$ cat config.mk
export PLATFORM = sky130hd
export DESIGN_NAME = log_sum_exp_posterior_top
export DESIGN_NICKNAME = d
export VERILOG_FILES = /design/src/lsep_pkg.sv /design/src/log_sum_exp_posterior_top.sv /design/src/lsep_prior_store.sv /design/src/lsep_joint_store.sv /design/src/lsep_corr.sv
export SDC_FILE = /design/constraint.sdc
export NUM_CORES = 2
export LEC_CHECK = 0
export BUFFER_PORTS_ARGS = -buffer_cell sky130_fd_sc_hd__buf_2
export CAP_MARGIN = 20
export CORE_MARGIN = 3
export CORE_UTILIZATION = 56
export CTS_BUF_LIST = sky130_fd_sc_hd__clkbuf_4 sky130_fd_sc_hd__clkbuf_8 sky130_fd_sc_hd__clkbuf_16
export DETAILED_ROUTE_END_ITERATION = 10
export GPL_TIMING_DRIVEN = 1
export PLACE_DENSITY = 0.74
export SKIP_CTS_REPAIR_TIMING = 1
export SLEW_MARGIN = 20
export SYNTH_ARGS = -nofsm -noshare
export SYNTH_HDL_FRONTEND = slang
export SYNTH_SLANG_ARGS = --single-unit
$ cat constraint.sdc
create_clock -name clk -period 29.7 [get_ports clk]
set_input_delay 1.485 -clock clk [delete_from_list [all_inputs] [get_ports clk]]
set_output_delay 1.485 -clock clk [all_outputs]
set_load 0.01 [all_outputs]
$ cat src/lsep_pkg.sv
`timescale 1ns / 1ps
// ---------------------------------------------------------------------------
// lsep_pkg
// Shared types, codes and tables for the log-sum-exp posterior block.
// ---------------------------------------------------------------------------
package lsep_pkg;

  // Defaults for the top-level parameters
  localparam int MAX_CLASSES_DEF = 8;
  localparam int VALUE_BITS_DEF  = 24;

  // Fixed field widths
  localparam int CLASS_BITS = 3;
  localparam int COUNT_BITS = 4;
  localparam int FRAC_BITS  = 16;
  localparam int RESULT_CAP = 8;

  localparam logic [COUNT_BITS-1:0] CLASS_COUNT_RST = 4'd2;

  // Correction term fixed point layout
  localparam int CORR_BITS = 16;
  localparam int CORR_FRAC = 15;
  localparam int CORR_LIMIT_BIT = 19;   // 8.0 in Q16

  // Input actions
  localparam logic ACT_LOAD = 1'b0;
  localparam logic ACT_ELEM = 1'b1;

  // Sequencer states
  typedef enum logic [2:0] {
    ST_IDLE,
    ST_JOIN,
    ST_CORR,
    ST_UPD,
    ST_EMIT_RD,
    ST_EMIT_LD,
    ST_EMIT_OUT
  } lsep_state_t;

  // log(1+exp(-i/2)) in Q16 for i = 0..16
  function automatic logic [CORR_BITS-1:0] corr_lut(input logic [4:0] idx);
    logic [CORR_BITS-1:0] v;
    case (idx)
      5'd0:    v = 16'd45426;
      5'd1:    v = 16'd31069;
      5'd2:    v = 16'd20530;
      5'd3:    v = 16'd13200;
      5'd4:    v = 16'd8318;
      5'd5:    v = 16'd5170;
      5'd6:    v = 16'd3184;
      5'd7:    v = 16'd1950;
      5'd8:    v = 16'd1189;
      5'd9:    v = 16'd724;
      5'd10:   v = 16'd440;
      5'd11:   v = 16'd267;
      5'd12:   v = 16'd162;
      5'd13:   v = 16'd98;
      5'd14:   v = 16'd60;
      5'd15:   v = 16'd36;
      5'd16:   v = 16'd22;
      default: v = 16'd0;
    endcase
    return v;
  endfunction

endpackage

$ cat src/log_sum_exp_posterior_top.sv
`timescale 1ns / 1ps
// ---------------------------------------------------------------------------
// log_sum_exp_posterior_top
// Log-domain posterior normalisation over the classes of one observation.
// ---------------------------------------------------------------------------
// Usage:
//   Input channel (in_valid / in_stall): an item with in_action = load writes
//   the log prior of class in_class_index. An item with in_action = element
//   carries the log-likelihood of the next class of the current observation;
//   it passes through prior read, joint sum, table correction and log-sum-exp
//   update, except the first element of an observation, which stops after
//   prior read and joint sum. in_stall is high while an item is in work or
//   results are being emitted.
//   After the element that completes an observation (class_count classes),
//   one result item per class leaves on out_valid / out_stall, class 0 first,
//   with out_last on the final one. Each result passes through memory read,
//   output load and hand-over, the last held while the receiver holds
//   out_stall; a stalled result holds its payload. The next result is not
//   read until the current one has been handed over.
//   Configuration: cfg_class_count is written when cfg_valid is high;
//   cfg_ready is always high. Write only while the block is idle.
//   Reset (rst_n low, synchronous): class_count = 2, all priors read as zero,
//   running log-sum-exp at the most negative value, no elements held.
// ---------------------------------------------------------------------------
module log_sum_exp_posterior_top #(
  parameter int MAX_CLASSES = lsep_pkg::MAX_CLASSES_DEF,
  parameter int VALUE_BITS  = lsep_pkg::VALUE_BITS_DEF
) (
  input  logic                                  clk,
  input  logic                                  rst_n,
  input  logic                                  in_valid,
  output logic                                  in_stall,
  input  logic                                  in_action,
  input  logic [lsep_pkg::CLASS_BITS-1:0]       in_class_index,
  input  logic signed [VALUE_BITS-1:0]          in_value,
  output logic                                  out_valid,
  input  logic                                  out_stall,
  output logic [lsep_pkg::CLASS_BITS-1:0]       out_class,
  output logic signed [VALUE_BITS-1:0]          out_posterior,
  output logic signed [VALUE_BITS-1:0]          out_prior_value,
  output logic signed [VALUE_BITS-1:0]          out_obs_loglik,
  output logic                                  out_last,
  input  logic                                  cfg_valid,
  output logic                                  cfg_ready,
  input  logic [lsep_pkg::COUNT_BITS-1:0]       cfg_class_count
);

  localparam int AW = (MAX_CLASSES > 1) ? $clog2(MAX_CLASSES) : 1;
  localparam int VB = VALUE_BITS;
  localparam int SW = VB + 2;
  localparam int DW = (SW > lsep_pkg::CORR_LIMIT_BIT + 1) ? SW : lsep_pkg::CORR_LIMIT_BIT + 1;
  localparam int CB = lsep_pkg::CORR_BITS;
  localparam int CF = lsep_pkg::CORR_FRAC;
  localparam int NB = lsep_pkg::COUNT_BITS;
  localparam int NMAX = (MAX_CLASSES < lsep_pkg::RESULT_CAP) ? MAX_CLASSES
                                                              : lsep_pkg::RESULT_CAP;
  localparam logic signed [SW-1:0] VMAX_W = SW'((64'sd1 <<< (VB - 1)) - 64'sd1);
  localparam logic signed [SW-1:0] VMIN_W = -VMAX_W - SW'(1);
  localparam logic signed [VB-1:0] VMIN   = VMIN_W[VB-1:0];

  // Clamp a wide sum to the value range
  function automatic logic signed [VB-1:0] sat(input logic signed [SW-1:0] x);
    logic signed [VB-1:0] r;
    if (x > VMAX_W) begin
      r = VMAX_W[VB-1:0];
    end else if (x < VMIN_W) begin
      r = VMIN;
    end else begin
      r = x[VB-1:0];
    end
    return r;
  endfunction

  lsep_pkg::lsep_state_t state_r, state_nxt;

  logic [NB-1:0]        class_count_r;
  logic [NB-1:0]        cnt_r, cnt_nxt;
  logic [NB-1:0]        k_r, k_nxt;
  logic [AW-1:0]        slot_r, slot_nxt;
  logic signed [VB-1:0] val_r, val_nxt;
  logic signed [VB-1:0] lse_r, lse_nxt;
  logic signed [VB-1:0] hi_r, hi_nxt;
  logic [DW-1:0]        dist_r, dist_nxt;

  logic                 out_valid_r, out_valid_nxt;
  logic [lsep_pkg::CLASS_BITS-1:0] out_class_r, out_class_nxt;
  logic signed [VB-1:0] out_post_r, out_post_nxt;
  logic signed [VB-1:0] out_prior_r, out_prior_nxt;
  logic signed [VB-1:0] out_lse_r, out_lse_nxt;
  logic                 out_last_r, out_last_nxt;

  logic                 prior_we;
  logic [AW-1:0]        prior_raddr;
  logic [VB-1:0]        prior_rdata;
  logic                 joint_we;
  logic signed [VB-1:0] joint_w;
  logic [VB-1:0]        joint_rdata;
  logic [CB-1:0]        corr_base;
  logic [CB+CF-1:0]     corr_prod;
  logic [NB-1:0]        eff_n;
  logic                 in_acc;
  logic                 load_ok;
  logic [AW-1:0]        slot_sel;
  logic signed [VB-1:0] hi_w, lo_w;
  logic signed [SW-1:0] corr_w;

  assign in_acc    = in_valid && !in_stall;
  assign cfg_ready = 1'b1;
  assign load_ok   = 32'(in_class_index) < MAX_CLASSES;
  assign prior_we  = in_acc && (in_action == lsep_pkg::ACT_LOAD) && load_ok;
  assign slot_sel  = (32'(cnt_r) >= MAX_CLASSES) ? AW'(MAX_CLASSES - 1) : AW'(cnt_r);

  // Effective class count, clamped to 1..min(MAX_CLASSES, 8)
  always_comb begin
    if (class_count_r == '0) begin
      eff_n = NB'(1);
    end else if (32'(class_count_r) > NMAX) begin
      eff_n = NB'(NMAX);
    end else begin
      eff_n = class_count_r;
    end
  end

  lsep_prior_store #(.MAX_CLASSES(MAX_CLASSES), .VALUE_BITS(VB)) u_prior (
    .clk     (clk),
    .rst_n   (rst_n),
    .we      (prior_we),
    .waddr   (AW'(in_class_index)),
    .wdata   (in_value),
    .raddr   (prior_raddr),
    .rdata_r (prior_rdata)
  );

  lsep_joint_store #(.MAX_CLASSES(MAX_CLASSES), .VALUE_BITS(VB)) u_joint (
    .clk     (clk),
    .we      (joint_we),
    .waddr   (slot_r),
    .wdata   (joint_w),
    .raddr   (AW'(k_r)),
    .rdata_r (joint_rdata)
  );

  lsep_corr #(.DW(DW)) u_corr (
    .clk    (clk),
    .delta  (dist_r),
    .base_r (corr_base),
    .prod_r (corr_prod)
  );

  // Joint sum, ordering against the running value, correction term
  always_comb begin
    joint_w = sat(SW'($signed(prior_rdata)) + SW'(val_r));
    hi_w    = (lse_r > joint_w) ? lse_r : joint_w;
    lo_w    = (lse_r > joint_w) ? joint_w : lse_r;
    corr_w  = SW'({1'b0, corr_base}) - SW'({1'b0, corr_prod[CB+CF-1:CF]});
  end

  // Sequencer: next state and datapath control
  always_comb begin
    state_nxt     = state_r;
    cnt_nxt       = cnt_r;
    k_nxt         = k_r;
    slot_nxt      = slot_r;
    val_nxt       = val_r;
    lse_nxt       = lse_r;
    hi_nxt        = hi_r;
    dist_nxt      = dist_r;
    out_valid_nxt = out_valid_r;
    out_class_nxt = out_class_r;
    out_post_nxt  = out_post_r;
    out_prior_nxt = out_prior_r;
    out_lse_nxt   = out_lse_r;
    out_last_nxt  = out_last_r;
    in_stall      = 1'b1;
    joint_we      = 1'b0;
    prior_raddr   = AW'(k_r);
    case (state_r)
      lsep_pkg::ST_IDLE: begin
        in_stall    = 1'b0;
        prior_raddr = slot_sel;
        if (in_acc && (in_action == lsep_pkg::ACT_ELEM)) begin
          slot_nxt  = slot_sel;
          val_nxt   = in_value;
          state_nxt = lsep_pkg::ST_JOIN;
        end
      end
      lsep_pkg::ST_JOIN: begin
        joint_we = 1'b1;
        hi_nxt   = hi_w;
        dist_nxt = DW'(SW'(hi_w) - SW'(lo_w));
        if (cnt_r == '0) begin
          lse_nxt = joint_w;
          cnt_nxt = cnt_r + NB'(1);
          if (NB'(1) >= eff_n) begin
            k_nxt     = '0;
            state_nxt = lsep_pkg::ST_EMIT_RD;
          end else begin
            state_nxt = lsep_pkg::ST_IDLE;
          end
        end else begin
          state_nxt = lsep_pkg::ST_CORR;
        end
      end
      lsep_pkg::ST_CORR: begin
        state_nxt = lsep_pkg::ST_UPD;
      end
      lsep_pkg::ST_UPD: begin
        lse_nxt = sat(SW'(hi_r) + corr_w);
        cnt_nxt = cnt_r + NB'(1);
        if (cnt_r + NB'(1) >= eff_n) begin
          k_nxt     = '0;
          state_nxt = lsep_pkg::ST_EMIT_RD;
        end else begin
          state_nxt = lsep_pkg::ST_IDLE;
        end
      end
      lsep_pkg::ST_EMIT_RD: begin
        state_nxt = lsep_pkg::ST_EMIT_LD;
      end
      lsep_pkg::ST_EMIT_LD: begin
        out_valid_nxt = 1'b1;
        out_class_nxt = k_r[lsep_pkg::CLASS_BITS-1:0];
        out_post_nxt  = sat(SW'($signed(joint_rdata)) - SW'(lse_r));
        out_prior_nxt = prior_rdata;
        out_lse_nxt   = lse_r;
        out_last_nxt  = (k_r + NB'(1) == eff_n);
        state_nxt     = lsep_pkg::ST_EMIT_OUT;
      end
      lsep_pkg::ST_EMIT_OUT: begin
        if (!out_stall) begin
          out_valid_nxt = 1'b0;
          if (out_last_r) begin
            lse_nxt   = VMIN;
            cnt_nxt   = '0;
            state_nxt = lsep_pkg::ST_IDLE;
          end else begin
            k_nxt     = k_r + NB'(1);
            state_nxt = lsep_pkg::ST_EMIT_RD;
          end
        end
      end
      default: begin
        state_nxt = lsep_pkg::ST_IDLE;
      end
    endcase
  end

  // Control registers
  always_ff @(posedge clk) begin
    if (!rst_n) begin
      state_r       <= lsep_pkg::ST_IDLE;
      class_count_r <= lsep_pkg::CLASS_COUNT_RST;
      cnt_r         <= '0;
      k_r           <= '0;
      lse_r         <= VMIN;
      out_valid_r   <= 1'b0;
    end else begin
      state_r     <= state_nxt;
      cnt_r       <= cnt_nxt;
      k_r         <= k_nxt;
      lse_r       <= lse_nxt;
      out_valid_r <= out_valid_nxt;
      if (cfg_valid && cfg_ready) begin
        class_count_r <= cfg_class_count;
      end
    end
  end

  // Payload registers
  always_ff @(posedge clk) begin
    slot_r      <= slot_nxt;
    val_r       <= val_nxt;
    hi_r        <= hi_nxt;
    dist_r      <= dist_nxt;
    out_class_r <= out_class_nxt;
    out_post_r  <= out_post_nxt;
    out_prior_r <= out_prior_nxt;
    out_lse_r   <= out_lse_nxt;
    out_last_r  <= out_last_nxt;
  end

  assign out_valid       = out_valid_r;
  assign out_class       = out_class_r;
  assign out_posterior   = out_post_r;
  assign out_prior_value = out_prior_r;
  assign out_obs_loglik  = out_lse_r;
  assign out_last        = out_last_r;

endmodule

$ cat src/lsep_prior_store.sv
`timescale 1ns / 1ps
// ---------------------------------------------------------------------------
// lsep_prior_store
// Log prior memory, one write and one registered read port; entries read
// as zero until first loaded.
// ---------------------------------------------------------------------------
module lsep_prior_store #(
  parameter int MAX_CLASSES = lsep_pkg::MAX_CLASSES_DEF,
  parameter int VALUE_BITS  = lsep_pkg::VALUE_BITS_DEF,
  localparam int AW = (MAX_CLASSES > 1) ? $clog2(MAX_CLASSES) : 1
) (
  input  logic                  clk,
  input  logic                  rst_n,
  input  logic                  we,
  input  logic [AW-1:0]         waddr,
  input  logic [VALUE_BITS-1:0] wdata,
  input  logic [AW-1:0]         raddr,
  output logic [VALUE_BITS-1:0] rdata_r
);

  logic [VALUE_BITS-1:0]  mem [MAX_CLASSES];
  logic [MAX_CLASSES-1:0] vld_r;

  // Write entry
  always_ff @(posedge clk) begin
    if (we) begin
      mem[waddr] <= wdata;
    end
  end

  // Track loaded entries
  always_ff @(posedge clk) begin
    if (!rst_n) begin
      vld_r <= '0;
    end else if (we) begin
      vld_r[waddr] <= 1'b1;
    end
  end

  // Registered read, unloaded entries give zero
  always_ff @(posedge clk) begin
    rdata_r <= vld_r[raddr] ? mem[raddr] : '0;
  end

endmodule

$ cat src/lsep_joint_store.sv
`timescale 1ns / 1ps
// ---------------------------------------------------------------------------
// lsep_joint_store
// Buffer of joint sums (prior plus likelihood) for one observation.
// ---------------------------------------------------------------------------
module lsep_joint_store #(
  parameter int MAX_CLASSES = lsep_pkg::MAX_CLASSES_DEF,
  parameter int VALUE_BITS  = lsep_pkg::VALUE_BITS_DEF,
  localparam int AW = (MAX_CLASSES > 1) ? $clog2(MAX_CLASSES) : 1
) (
  input  logic                  clk,
  input  logic                  we,
  input  logic [AW-1:0]         waddr,
  input  logic [VALUE_BITS-1:0] wdata,
  input  logic [AW-1:0]         raddr,
  output logic [VALUE_BITS-1:0] rdata_r
);

  logic [VALUE_BITS-1:0] mem [MAX_CLASSES];

  // Write and registered read
  always_ff @(posedge clk) begin
    if (we) begin
      mem[waddr] <= wdata;
    end
    rdata_r <= mem[raddr];
  end

endmodule

$ cat src/lsep_corr.sv
`timescale 1ns / 1ps
// ---------------------------------------------------------------------------
// lsep_corr
// Table lookup and interpolation product for log(1+exp(-d)), registered.
// ---------------------------------------------------------------------------
module lsep_corr #(
  parameter int DW = 20
) (
  input  logic                              clk,
  input  logic [DW-1:0]                     delta,
  output logic [lsep_pkg::CORR_BITS-1:0]    base_r,
  output logic [lsep_pkg::CORR_BITS+lsep_pkg::CORR_FRAC-1:0] prod_r
);

  localparam int CB = lsep_pkg::CORR_BITS;
  localparam int CF = lsep_pkg::CORR_FRAC;
  localparam int LB = lsep_pkg::CORR_LIMIT_BIT;

  logic          big;
  logic [4:0]    idx;
  logic [CF-1:0] frac;
  logic [CB-1:0] a;
  logic [CB-1:0] b;

  // Split distance into segment and fraction
  always_comb begin
    big  = |delta[DW-1:LB];
    idx  = {1'b0, delta[LB-1:CF]};
    frac = delta[CF-1:0];
    a    = lsep_pkg::corr_lut(idx);
    b    = lsep_pkg::corr_lut(idx + 5'd1);
  end

  // Register base and slope product; from 8.0 up the term is zero
  always_ff @(posedge clk) begin
    base_r <= big ? '0 : a;
    prod_r <= big ? '0 : (a - b) * frac;
  end

endmodule
==> metrics.txt <==
CP Launch Type=register; die area=approximately 0.075 mm2; Seq/Total Area, Yosys=0.4751; crit path DAT=approximately 12 ns; ys flop type=edfxtp_1; Ports=~120; top cell type by total area after synthesis=edfxtp_1; # Max-Cap Violations=0; measured slew at the worst slew-check pin=roughly 1.1 ns; Worst Hold Path Cells=0; H-tree Lvls=3; CP Data Required Time=30.16 ns; Worst Path Max Fanout=15; first-pass GRT wire length=approximately 140000 um; chip height=273.1 um; post-synth cell types=97; Reg2Reg Depth=46; total gr overflow=0; reg-to-reg slack, setup=about 18 ns; Slew Limit Fails=0; Syn Inst Count=~3300; Residual DRC=0; vias per cell=about 5.7; DR iter-0 viols=2074; CTS tree=yes; wire length on met3=around 5200 um; Max clock buf depth=3; clk_lat worst skew=between 0.6 and 0.7 ns; number of flops mapped to enable cells by yosys=~540; R2R Path End=u_corr.prod_r[30]$_SDFF_PP0_; Slew HR=0.2529; met1 WL=approximately 37000 um; fmax=about 86 MHz; port bufs=~110; ANT nets after route=0; RD Place Congestion=a little under 0.9; CTS Sinks=680; largest net degree at the start of global routing=76; RR Startpoint=dist_r[15]$_DFFE_PP_; FF/Latch Area=~0.019 mm2; Synth Warn #=0; HPWL Detailed=62730 um; ys async rst share=0; outcome=finished clean; core area=0.07039 mm2; Mapped Area=0.03995 mm2; Root Buffer=clkbuf_16; die width=between 200 and 300 um; Worst path slowest cell=xnor2_1; drt first pass iters=6; Setup CP Type=reg2reg; FF+latch count, synth=680; HP Class=reg2reg; Area Overhead vs Synth=10.47%; cts bufs inserted=71; Initial Util=0.5675; syn nets=approximately 3800; hold endpoint=out_prior_value[4]$_DFFE_PP_; Filler Cell Count=around 5400; RSZ-0062 raised after global routing=no; Setup Viol. Count Final=0; Met2 Wirelength=between 40000 and 50000 um; Worst Skew=~0.028 ns; initial antenna violation count=5; Tcrit/Tclk final=0.3938; slowest stage delay, CP=0.80 ns; area share of the largest cell type after synthesis=0.4029; uppermost layer routed=met5; aggregate routed wire length=roughly 90000 um; area of the multi-input gates=about 0.019 mm2; Hold Vio Cnt, Final=0; largest cells by area after synthesis=edfxtp_1 (40%), fa_1 (12%), dfxtp_1 (7.2%); worst hold start=u_prior.rdata_r[4]$_SDFF_PN0_; crit path time final=between 10 and 15 ns; vias in the first global route=between 20000 and 30000; floorplan row count=97; layout cells sized above 1=0.1380; Final nets=between 3000 and 4000; vias after detailed routing=25506; Total GRT Usage=0.2484; Worst-path clk slew=0.06 ns; Avg Synthesized Cell Area=11.95 um2; Wirelength per Cell=just over 20 um; Worst setup EP type=register; Sum Neg Setup Slack=0 ns
[worst max path at each step]
| stage | endpoint | cells past startpoint | from |
|---|---|---|---|
| floorplan | u_corr.prod_r[30]$_SDFF_PP0_ | 50 | dist_r[16]$_DFFE_PP_ |
| global placement | u_corr.prod_r[30]$_SDFF_PP0_ | 46 | dist_r[15]$_DFFE_PP_ |
| detailed placement | u_corr.prod_r[30]$_SDFF_PP0_ | 46 | dist_r[15]$_DFFE_PP_ |
| CTS | u_corr.prod_r[30]$_SDFF_PP0_ | 46 | dist_r[15]$_DFFE_PP_ |
| global route | u_corr.prod_r[30]$_SDFF_PP0_ | 46 | dist_r[15]$_DFFE_PP_ |
| finish | u_corr.prod_r[30]$_SDFF_PP0_ | 46 | dist_r[15]$_DFFE_PP_ |
[logic make-up after synthesis]
kind of cell / count (synthesis) / share of synthesized area
adders and majority gates: 455 / 0.1887
and+or+nand+nor: 876 / 0.1023
AOI/OAI and AO/OA: 533 / 0.08419
xor gates and xnor gates: 134 / 0.02957
other: 1 / 0.00009387
muxes: 155 / 0.07088
DFF: 680 / 0.4751
buffers and inverters: 510 / 0.04923
[routing by layer]
| layer | track usage | vias to the layer above |
|---|---|---|
| met5 | 0 | - |
| li1 | - | 11832 |
| met1 | 0.3323 | 12693 |
| met2 | 0.4241 | 808 |
| met3 | 0.03626 | 169 |
| met4 | 0.07317 | 4 |
[critical path, delay by kind of cell, from the launching register on]
family	cells	cell delay, ns
XOR/XNOR	2	0.98
buffers and inverters	8	0.94
adder cells (fa/ha/maj)	9	4.29
AO/OA/AOI/OAI	17	3.47
flip-flops	1	0.56
AND/OR/NAND/NOR	10	1.31
[registers in the layout, summed over array words and instances, names as in the netlist, 4 cells and up]
register	count
u_corr.a	16
lse_r	24
u_joint.rdata_r	24
cnt_r	4
out_prior_value	24
dist_r	25
u_prior.mem	192
u_prior.rdata_r	24
out_obs_loglik	24
k_r	4
hi_r	24
class_count_r	4
u_joint.mem	192
out_posterior	24
u_prior.vld_r	8
val_r	24
u_corr.prod_r	16
u_corr.base_r	16
[stage by stage]
stage          hold WS (ns)  setup slack [ns]  cell area (um2)  std cells  utilization
6_report             0.4430             18.01            44130       4450       0.6270
5_1_grt              0.4336             16.74            44130       4449       0.6269
4_1_cts              0.4393             18.09            44130       4448       0.6269
3_5_place_dp         0.4240             18.20            41660       4316       0.5918
3_3_place_gp         0.4213             18.47            41660       4316       0.5918
2_1_floorplan        0.4064             19.40            39950       3344            -
[final cells by class]
class / instances / share of cell area
diodes: 2 / 0.0001134
clock buffers: 101 / 0.04700
clock inverters: 31 / 0.008987
inverters: 380 / 0.03232
multi-input cells: 2154 / 0.4337
flip-flops and latches: 680 / 0.4301
well taps: 940 / 0.02665
repair buffers: 162 / 0.02109
[synth_stat cells, types with 6 or more instances]
library cell and count:
edfxtp_1 536, inv_1 379, nand2_1 378, fa_1 246, ha_1 208, nor2_1 164, a21oi_1 161, dfxtp_1 144
o21ai_0 136, and2_1 106, clkbuf_1 105, mux4_2 98, xnor2_1 88, xor2_1 45, a21o_1 44, a31oi_1 41
nand2b_1 41, nor2b_1 38, nor3_1 37, nand3_1 35, mux2_2 26, mux2i_1 26, o21a_1 18, and3_1 16
o21bai_1 16, buf_1 15, a21boi_0 12, nand4_1 12, o21ai_1 12, or3_1 12, o211ai_1 10, or2_2 8
a31o_2 6, buf_6 6
[cell usage in the layout, fill, tap and decap left out, drive strengths merged, types with 101 or more instances in the layout]
| cell | count |
|---|---|
| edfxtp | 536 |
| inv | 383 |
| nand2 | 379 |
| fa | 246 |
| ha | 208 |
| nor2 | 164 |
| a21oi | 162 |
| buf | 162 |
| o21ai | 150 |
| dfxtp | 144 |
| and2 | 106 |
| clkbuf | 101 |
Power is not shown: default switching activity piles up to over one toggle a cycle in this logic, so the estimate is an artifact.
